### config.mk
export PLATFORM = sky130hd
export DESIGN_NAME = rgba_color_blend_unit
export DESIGN_NICKNAME = d
export VERILOG_FILES = /design/src/rtl/core/rcb_pkg.sv /design/src/rtl/core/rcb_front.sv /design/src/rtl/core/rcb_lane.sv /design/src/rtl/core/rgba_color_blend_unit.sv
export SDC_FILE = /design/constraint.sdc
export NUM_CORES = 2
export LEC_CHECK = 0
export ABC_AREA = 1
export BUFFER_PORTS_ARGS = -buffer_cell sky130_fd_sc_hd__buf_2
export CORE_ASPECT_RATIO = 0.75
export CORE_MARGIN = 2
export CORE_UTILIZATION = 45
export DETAILED_ROUTE_END_ITERATION = 7
export HOLD_SLACK_MARGIN = 0.08
export SETUP_SLACK_MARGIN = 0.15
export SLEW_MARGIN = 20
export SYNTH_ARGS = -nofsm -noshare
export SYNTH_HDL_FRONTEND = slang
export SYNTH_SLANG_ARGS = --single-unit
### constraint.sdc
create_clock -name clk -period 7.4 [get_ports clk]
set_input_delay 0.37 -clock clk [delete_from_list [all_inputs] [get_ports clk]]
set_output_delay 0.37 -clock clk [all_outputs]
set_load 0.01 [all_outputs]
### src/rtl/core/rcb_pkg.sv
// ----------------------------------------------------------------------------
// RGBA colour blend package
// Shared widths, operation codes, lane controls and the item types of the
// blend unit.
// ----------------------------------------------------------------------------
package rcb_pkg;

	localparam int FRAC_BITS = 8;
	localparam int CH_W      = 9;
	localparam int ALPHA_W   = 10;
	localparam int ACT_W     = 3;
	localparam int SUM_W     = CH_W + 1;
	localparam int PROD_W    = 2 * CH_W;
	localparam int SHP_W     = PROD_W - FRAC_BITS;
	localparam int MUL_W     = 2 * SHP_W;
	localparam int VAL_W     = MUL_W - FRAC_BITS;

	localparam logic [CH_W-1:0] ONE = CH_W'(1 << FRAC_BITS);

	localparam int NUM_LANES  = 4;
	localparam int LANE_RED   = 0;
	localparam int LANE_GREEN = 1;
	localparam int LANE_BLUE  = 2;
	localparam int LANE_ALPHA = 3;

	typedef enum logic [ACT_W-1:0] {
		ACT_AVERAGE  = 3'd0,
		ACT_ADD      = 3'd1,
		ACT_MULTIPLY = 3'd2,
		ACT_FILTER   = 3'd3,
		ACT_MIX      = 3'd4
	} action_t;

	typedef enum logic [2:0] {
		LANE_ZERO,
		LANE_HALF,
		LANE_SUM,
		LANE_PSUM,
		LANE_PPROD,
		LANE_FADD,
		LANE_FSUB
	} lane_mode_t;

	typedef struct packed {
		lane_mode_t mode;
		logic       clamp;
	} lane_ctl_t;

	typedef struct packed {
		lane_ctl_t       ctl;
		logic [CH_W-1:0] x0;
		logic [CH_W-1:0] y0;
		logic [CH_W-1:0] x1;
		logic [CH_W-1:0] y1;
	} lane_op_t;

	typedef struct packed {
		logic [ACT_W-1:0] action;
		logic [CH_W-1:0]  a_red;
		logic [CH_W-1:0]  a_green;
		logic [CH_W-1:0]  a_blue;
		logic [CH_W-1:0]  a_alpha;
		logic [CH_W-1:0]  b_red;
		logic [CH_W-1:0]  b_green;
		logic [CH_W-1:0]  b_blue;
		logic [CH_W-1:0]  b_alpha;
		logic [CH_W-1:0]  mix_amount;
	} request_t;

	typedef struct packed {
		logic [CH_W-1:0]    out_red;
		logic [CH_W-1:0]    out_green;
		logic [CH_W-1:0]    out_blue;
		logic [ALPHA_W-1:0] out_alpha;
	} result_t;

endpackage

### src/rtl/core/rcb_front.sv
// ----------------------------------------------------------------------------
// RGBA colour blend front stage
// Decodes the operation and registers the multiplier operands and controls
// of the three colour lanes and the alpha lane.
// ----------------------------------------------------------------------------
module rcb_front import rcb_pkg::*; (
	input  logic                            clk,
	input  request_t                        request,
	output lane_op_t [NUM_LANES-1:0]        ops_s1
);

	lane_op_t [NUM_LANES-1:0] ops;
	logic [CH_W-1:0] a_ch [NUM_LANES-1];
	logic [CH_W-1:0] b_ch [NUM_LANES-1];
	logic [CH_W-1:0] mix_sat;
	logic [CH_W-1:0] mix_inv;
	logic            b_opaque;
	logic [CH_W-1:0] filt_mag;

	always_comb begin
		a_ch[LANE_RED]   = request.a_red;
		a_ch[LANE_GREEN] = request.a_green;
		a_ch[LANE_BLUE]  = request.a_blue;
		b_ch[LANE_RED]   = request.b_red;
		b_ch[LANE_GREEN] = request.b_green;
		b_ch[LANE_BLUE]  = request.b_blue;
		mix_sat  = (request.mix_amount > ONE) ? ONE : request.mix_amount;
		mix_inv  = ONE - mix_sat;
		b_opaque = (request.b_alpha <= ONE);
		filt_mag = b_opaque ? (ONE - request.b_alpha) : (request.b_alpha - ONE);
	end

	always_comb begin
		ops = '0;
		for (int i = 0; i < NUM_LANES - 1; i++) begin
			case (request.action)
				ACT_AVERAGE: begin
					ops[i].ctl = '{mode: LANE_HALF, clamp: 1'b1};
					ops[i].x0  = a_ch[i];
					ops[i].x1  = b_ch[i];
				end
				ACT_ADD, ACT_MULTIPLY: begin
					ops[i].ctl.mode  = (request.action == ACT_ADD) ? LANE_PSUM : LANE_PPROD;
					ops[i].ctl.clamp = 1'b1;
					ops[i].x0  = a_ch[i];
					ops[i].y0  = request.a_alpha;
					ops[i].x1  = b_ch[i];
					ops[i].y1  = request.b_alpha;
				end
				ACT_FILTER: begin
					ops[i].ctl.mode  = b_opaque ? LANE_FADD : LANE_FSUB;
					ops[i].ctl.clamp = 1'b1;
					ops[i].x0  = filt_mag;
					ops[i].y0  = a_ch[i];
					ops[i].x1  = b_ch[i];
				end
				ACT_MIX: begin
					ops[i].ctl = '{mode: LANE_PSUM, clamp: 1'b0};
					ops[i].x0  = a_ch[i];
					ops[i].y0  = mix_sat;
					ops[i].x1  = b_ch[i];
					ops[i].y1  = mix_inv;
				end
				default: begin
					ops[i].ctl = '{mode: LANE_ZERO, clamp: 1'b0};
				end
			endcase
		end

		ops[LANE_ALPHA].x0 = request.a_alpha;
		case (request.action)
			ACT_AVERAGE: begin
				ops[LANE_ALPHA].ctl = '{mode: LANE_HALF, clamp: 1'b0};
				ops[LANE_ALPHA].x1  = request.b_alpha;
			end
			ACT_ADD, ACT_FILTER: begin
				ops[LANE_ALPHA].ctl = '{mode: LANE_SUM, clamp: 1'b0};
				ops[LANE_ALPHA].x1  = request.b_alpha;
			end
			ACT_MULTIPLY: begin
				ops[LANE_ALPHA].ctl = '{mode: LANE_PSUM, clamp: 1'b0};
				ops[LANE_ALPHA].y0  = request.b_alpha;
			end
			ACT_MIX: begin
				ops[LANE_ALPHA].ctl = '{mode: LANE_PSUM, clamp: 1'b0};
				ops[LANE_ALPHA].y0  = mix_sat;
				ops[LANE_ALPHA].x1  = request.b_alpha;
				ops[LANE_ALPHA].y1  = mix_inv;
			end
			default: begin
				ops[LANE_ALPHA].ctl = '{mode: LANE_ZERO, clamp: 1'b0};
			end
		endcase
	end

	always_ff @(posedge clk) begin
		ops_s1 <= ops;
	end

endmodule

### src/rtl/core/rcb_lane.sv
// ----------------------------------------------------------------------------
// RGBA colour blend lane
// Three register stages for one channel: products, combination with a
// second product, then selection, clamping and the output register.
// ----------------------------------------------------------------------------
module rcb_lane import rcb_pkg::*; (
	input  logic               clk,
	input  lane_op_t           op_s1,
	output logic [ALPHA_W-1:0] value_s4
);

	lane_ctl_t         ctl_s2;
	logic [PROD_W-1:0] p0_s2;
	logic [PROD_W-1:0] p1_s2;
	logic [CH_W-1:0]   x1_s2;
	logic [SUM_W-1:0]  sum_s2;

	lane_ctl_t         ctl_s3;
	logic [VAL_W-1:0]  val_s3;
	logic [MUL_W-1:0]  prod_s3;

	logic [SHP_W-1:0]  sh0;
	logic [SHP_W-1:0]  sh1;
	logic [PROD_W:0]   psum;
	logic [VAL_W-1:0]  val;
	logic [VAL_W-1:0]  sel;

	always_ff @(posedge clk) begin
		ctl_s2 <= op_s1.ctl;
		p0_s2  <= PROD_W'(op_s1.x0) * PROD_W'(op_s1.y0);
		p1_s2  <= PROD_W'(op_s1.x1) * PROD_W'(op_s1.y1);
		x1_s2  <= op_s1.x1;
		sum_s2 <= SUM_W'(op_s1.x0) + SUM_W'(op_s1.x1);
	end

	always_comb begin
		sh0  = p0_s2[PROD_W-1:FRAC_BITS];
		sh1  = p1_s2[PROD_W-1:FRAC_BITS];
		psum = (PROD_W+1)'(p0_s2) + (PROD_W+1)'(p1_s2);
		case (ctl_s2.mode)
			LANE_HALF: val = VAL_W'(sum_s2[SUM_W-1:1]);
			LANE_SUM:  val = VAL_W'(sum_s2);
			LANE_PSUM: val = VAL_W'(psum[PROD_W:FRAC_BITS]);
			LANE_FADD: val = VAL_W'(x1_s2) + VAL_W'(sh0);
			LANE_FSUB: val = (sh0 >= SHP_W'(x1_s2)) ? '0 : VAL_W'(x1_s2) - VAL_W'(sh0);
			default:   val = '0;
		endcase
	end

	always_ff @(posedge clk) begin
		ctl_s3  <= ctl_s2;
		val_s3  <= val;
		prod_s3 <= MUL_W'(sh0) * MUL_W'(sh1);
	end

	always_comb begin
		sel = (ctl_s3.mode == LANE_PPROD) ? prod_s3[MUL_W-1:FRAC_BITS] : val_s3;
		if (ctl_s3.clamp && (sel > VAL_W'(ONE))) begin
			sel = VAL_W'(ONE);
		end
	end

	always_ff @(posedge clk) begin
		value_s4 <= sel[ALPHA_W-1:0];
	end

endmodule

### src/rtl/core/rgba_color_blend_unit.sv
// ----------------------------------------------------------------------------
// RGBA colour blend unit
// Blends two RGBA colours by average, add, multiply, filter or mix.
// ----------------------------------------------------------------------------
// An accepted item moves through valid_s1 to valid_s4 with its data; done is valid_s4
// and rises with the result in the output register; the receiver cannot stall.
// Throughput: one item per cycle; busy stays low, so start may be high always.
// The four register stages are the operand decode, the first products, the
// second product or combination, and the clamping output register.
// Reset clears the stage valid bits only; items in flight are dropped.
module rgba_color_blend_unit import rcb_pkg::*; (
	input  logic     clk,
	input  logic     arst_n,
	input  logic     start,
	output logic     busy,
	input  request_t request,
	output logic     done,
	output result_t  result
);

	lane_op_t [NUM_LANES-1:0] ops_s1;
	logic [ALPHA_W-1:0]       lane_out [NUM_LANES];
	logic                     valid_s1;
	logic                     valid_s2;
	logic                     valid_s3;
	logic                     valid_s4;

	assign busy = 1'b0;

	rcb_front u_front (
		.clk     (clk),
		.request (request),
		.ops_s1  (ops_s1)
	);

	for (genvar i = 0; i < NUM_LANES; i++) begin : g_lane
		rcb_lane u_lane (
			.clk      (clk),
			.op_s1    (ops_s1[i]),
			.value_s4 (lane_out[i])
		);
	end

	always_ff @(posedge clk or negedge arst_n) begin
		if (!arst_n) begin
			valid_s1 <= 1'b0;
			valid_s2 <= 1'b0;
			valid_s3 <= 1'b0;
			valid_s4 <= 1'b0;
		end else begin
			valid_s1 <= start && !busy;
			valid_s2 <= valid_s1;
			valid_s3 <= valid_s2;
			valid_s4 <= valid_s3;
		end
	end

	assign done             = valid_s4;
	assign result.out_red   = lane_out[LANE_RED][CH_W-1:0];
	assign result.out_green = lane_out[LANE_GREEN][CH_W-1:0];
	assign result.out_blue  = lane_out[LANE_BLUE][CH_W-1:0];
	assign result.out_alpha = lane_out[LANE_ALPHA];

endmodule

==> results.cfg <==
[worst_setup_path]
cp-start-kind = flop
worstSetupPathType = reg2reg
rr_worst_depth = 20
rr_endpoint = g_lane[0].u_lane.prod_s3[17]
r2r_setup_slack_ns = 2.56
worstPathMaxFanout = 12
cp-endpoint = g_lane[0].u_lane.prod_s3[17]
cp-end-kind = flop
crit_path_start = g_lane[0].u_lane.p0_s2[15]
worstPathArrival_ns = 5.40
critPathRequiredTime_ns = 7.96
worstReg2RegStart = g_lane[0].u_lane.p0_s2[15]

[yosys]
seq_area_frac_synth_pct = 18.1
syn_nets = 8515
syn_area_per_cell_sq_um = 7.32
syn-cell-area_sq_mm = 0.0528
synth_area_leaders = fa_1 (22%), dfxtp_1 (18%), ha_1 (15%), nand2_1 (14%), inv_1 (13%)
synth_top_area_cell = fa_1
yosysTopAreaCellShare_pct = 22.5
synth-seq-cells = 476
synthCells = 7213
synth_cell_types = 52
yosys_warnings = 0

[routing]
ant_nets = 0
wirelength_mm = 152
avgViaCountPerCell = 5.00
drt_iter0_drc = 3649
vias = 44159
wl_per_cell_um = 17.2
drcViolationCount = 0
drtPass1Iterations = 7

[placement]
gp_congestion = 0.937
preCtsSetupSlack_ns = 2.41
port_buffers = 124
dp_hpwl_mm = 124

[floorplanning]
die_h_um = 301
dieArea_sq_mm = 0.120
core_area_sq_mm = 0.116
dieWidth_um = 400
initial_utilization_pct = 45.5
design.portCount = 126
rows = 108

[sta]
hold_viol = 0
timing.slew.headroom_pct = 22.8
min_period_ns = 4.84
rsz0062_at_grt = false
final_max_slew_viol_count = 0
hold-worst-slack_ns = 0.108
finalCritPeriodShare_pct = 65.4
fin_ws_ns = 2.56
skew_ns = 0.0487
tns_ns = 0
tightest_slew_ns = 1.15
setup_viol = 0
max_clock_freq_mhz = 206

[power]
ir_drop_v = 0.000202
total_power_mw = 11.6
p_leak_nw = 34.3
cellPowerDensity_mw_per_mm2 = 202

[clock_tree]
cts_made_buffers = 55
cts.sinks = 476
cts_tree = built
htree_levels = 2
clock_path_buffers = 3
clkLatencyLatePin_ns = 0.70
clk_pin_slew_ns = 0.07
clock-root-buffer = clkbuf_16

[grt]
grt_pass1_wl_mm = 241
grt_antenna_before_repair = 6
grt_pass1_vias = 43422
grt_max_degree = 64
overflow = 0
grt_use_total_pct = 25.6

[flow_run]
max_cap_violations = 0

[cells_and_area]
layout.nets = 8545
antennaDiodeCount = 0
area_growth_pct = 8.35
post-route-util_pct = 49.3
drive_gt1_share_pct = 3.76
nFillCells = 11548

[status]
status = finished, final reports clean

[min_path]
hold_path.class = in2reg
-- stage by stage --
| step | cells | area [sq um] |
|---|---|---|
| 2_1_floorplan | 7213 | 52800 |
| 3_3_place_gp | 8646 | 54500 |
| 3_5_place_dp | 8646 | 54500 |
| 4_1_cts | 8830 | 57200 |
| 5_1_grt | 8830 | 57200 |
| 6_report | 8830 | 57200 |
-- layout by cell type (no fill, tap or decap), types with 5 or more instances in the layout --
cell type	Yosys	layout
a211oi_1	5	5
a21boi_0	12	12
a21o_1	11	11
a21oi_1	305	305
buf_2	25	124
buf_4	1	15
clkbuf_1	211	8
clkbuf_16	0	55
clkbuf_8	0	12
clkinv_2	0	8
clkinv_4	0	5
clkinvlp_4	0	5
dfxtp_1	472	467
dfxtp_2	0	5
dlygate4sd3_1	0	80
fa_1	593	593
ha_1	622	622
inv_1	1777	1777
nand2_1	1912	1912
nand3_1	252	252
nand3b_1	48	48
nand4_1	53	53
nor2_1	340	339
nor2_2	5	5
nor3_1	29	28
nor4_1	12	12
o2111ai_1	13	13
o211ai_1	8	8
o21a_1	9	9
o21ai_0	185	184
o21ai_1	25	26
o21ai_2	6	6
o21bai_1	32	32
o22ai_1	19	19
o31ai_1	7	7
or2_2	9	9
xnor2_1	67	67
xor2_1	96	96
-- cell families after synthesis --
| kind of cell | synth area share [%] |
|---|---|
| buffers and inverters | 14.6 |
| XOR/XNOR | 2.70 |
| AND/OR/NAND/NOR | 20.6 |
| AO/OA/AOI/OAI | 6.88 |
| other | 0.00710 |
| adder cells (fa/ha/maj) | 37.2 |
| flip-flops | 18.1 |
-- worst min path at each step --
stage          slack (ns)         from                  end  depth (start not counted)
6_report             0.11  request[15]  u_front.ops_s1[135]                          3
3_5_place_dp         0.18       arst_n                 done                          1
4_1_cts              0.08  request[15]  u_front.ops_s1[135]                          3
2_1_floorplan        0.07       arst_n                 done                          0
5_1_grt              0.11  request[15]  u_front.ops_s1[135]                          3
3_3_place_gp         0.17       arst_n                 done                          1
-- flip-flops by register name (all words and copies together) (netlist names), 4 cells and up --
| register | cells |
|---|---|
| g_lane.u_lane.p1_s2 | 72 |
| g_lane.u_lane.p0_s2 | 72 |
| g_lane.u_lane.sum_s2 | 40 |
| g_lane.u_lane.value_s4 | 37 |
| g_lane.u_lane.ctl_s3 | 4 |
| g_lane.u_lane.prod_s3 | 36 |
| g_lane.u_lane.x1_s2 | 27 |
| u_front.ops_s1 | 132 |
| g_lane.u_lane.val_s3 | 46 |
| g_lane.u_lane.ctl_s2 | 6 |
-- synthesized netlist by cell type (all sizes together) --
| cell | number |
|---|---|
| a211oi | 5 |
| fa | 593 |
| ha | 622 |
| nand4 | 53 |
| nor2 | 346 |
| o2bb2ai | 1 |
| a21oi | 305 |
| a221oi | 4 |
| xnor2 | 67 |
| conb | 1 |
| buf | 33 |
| xor2 | 96 |
| a22oi | 4 |
| nand3b | 48 |
| and3 | 1 |
| o31ai | 7 |
| nand3 | 258 |
| dfrtp | 4 |
| o21ai | 216 |
| o22ai | 19 |
| nor4 | 12 |
| nor3b | 1 |
| o21bai | 32 |
| a21o | 11 |
| dfxtp | 472 |
| o211ai | 8 |
| a21boi | 12 |
| clkinv | 3 |
| a31o | 1 |
| inv | 1779 |
| o221ai | 4 |
| a31oi | 4 |
| nand2 | 1914 |
| nor3 | 29 |
| clkbuf | 213 |
| o21a | 9 |
| and2 | 4 |
| o2111ai | 13 |
| or2 | 9 |
-- power by group --
group,internal [mW],switching (mW)
clock network,1.65,1.25
logic,1.84,3.15
registers,2.98,0.683
total,6.48,5.09
-- worst max-delay path, cell delays in order (launching register included) --
cell and delay, ns:
dfxtp_1 0.67, nand2_1 0.16, fa_1 0.56, inv_1 0.05, fa_1 0.49, inv_1 0.05
fa_1 0.52, inv_1 0.05, fa_1 0.47, inv_1 0.05, fa_1 0.47, inv_1 0.04
ha_1 0.33, nand2_1 0.14, nor2_1 0.07, nor2_1 0.20, nand2_1 0.16, nand2_1 0.11
nand2_1 0.05, nand2_1 0.06, nand2_1 0.06
-- final cells by class --
cell class	count	area, sq um	area share [%]
clock inverter	29	367	0.640
clock buffer	75	1570	2.75
tap	1540	1930	3.37
multi-input combinational	4709	35600	62.2
timing repair buffer	219	1530	2.68
sequential	476	9560	16.7
inverter	1782	6690	11.7
-- metal layers --
metal	global-route usage (%)	up-vias	part of all wire, %
met1	38.0	20863	48
met2	37.7	1419	41
met3	5.19	198	8.4
met5	0	-	0.031
met4	6.42	8	2.6
li1	-	21671	-
-- repair_timing --
item / CTS / global route
gates resized for setup: 0 / 0
buffers inserted: 0 / 0
hold buffers: 80 / 0
hold endpoints to repair: 101 / 0
Power figures use the tool's default switching activity.
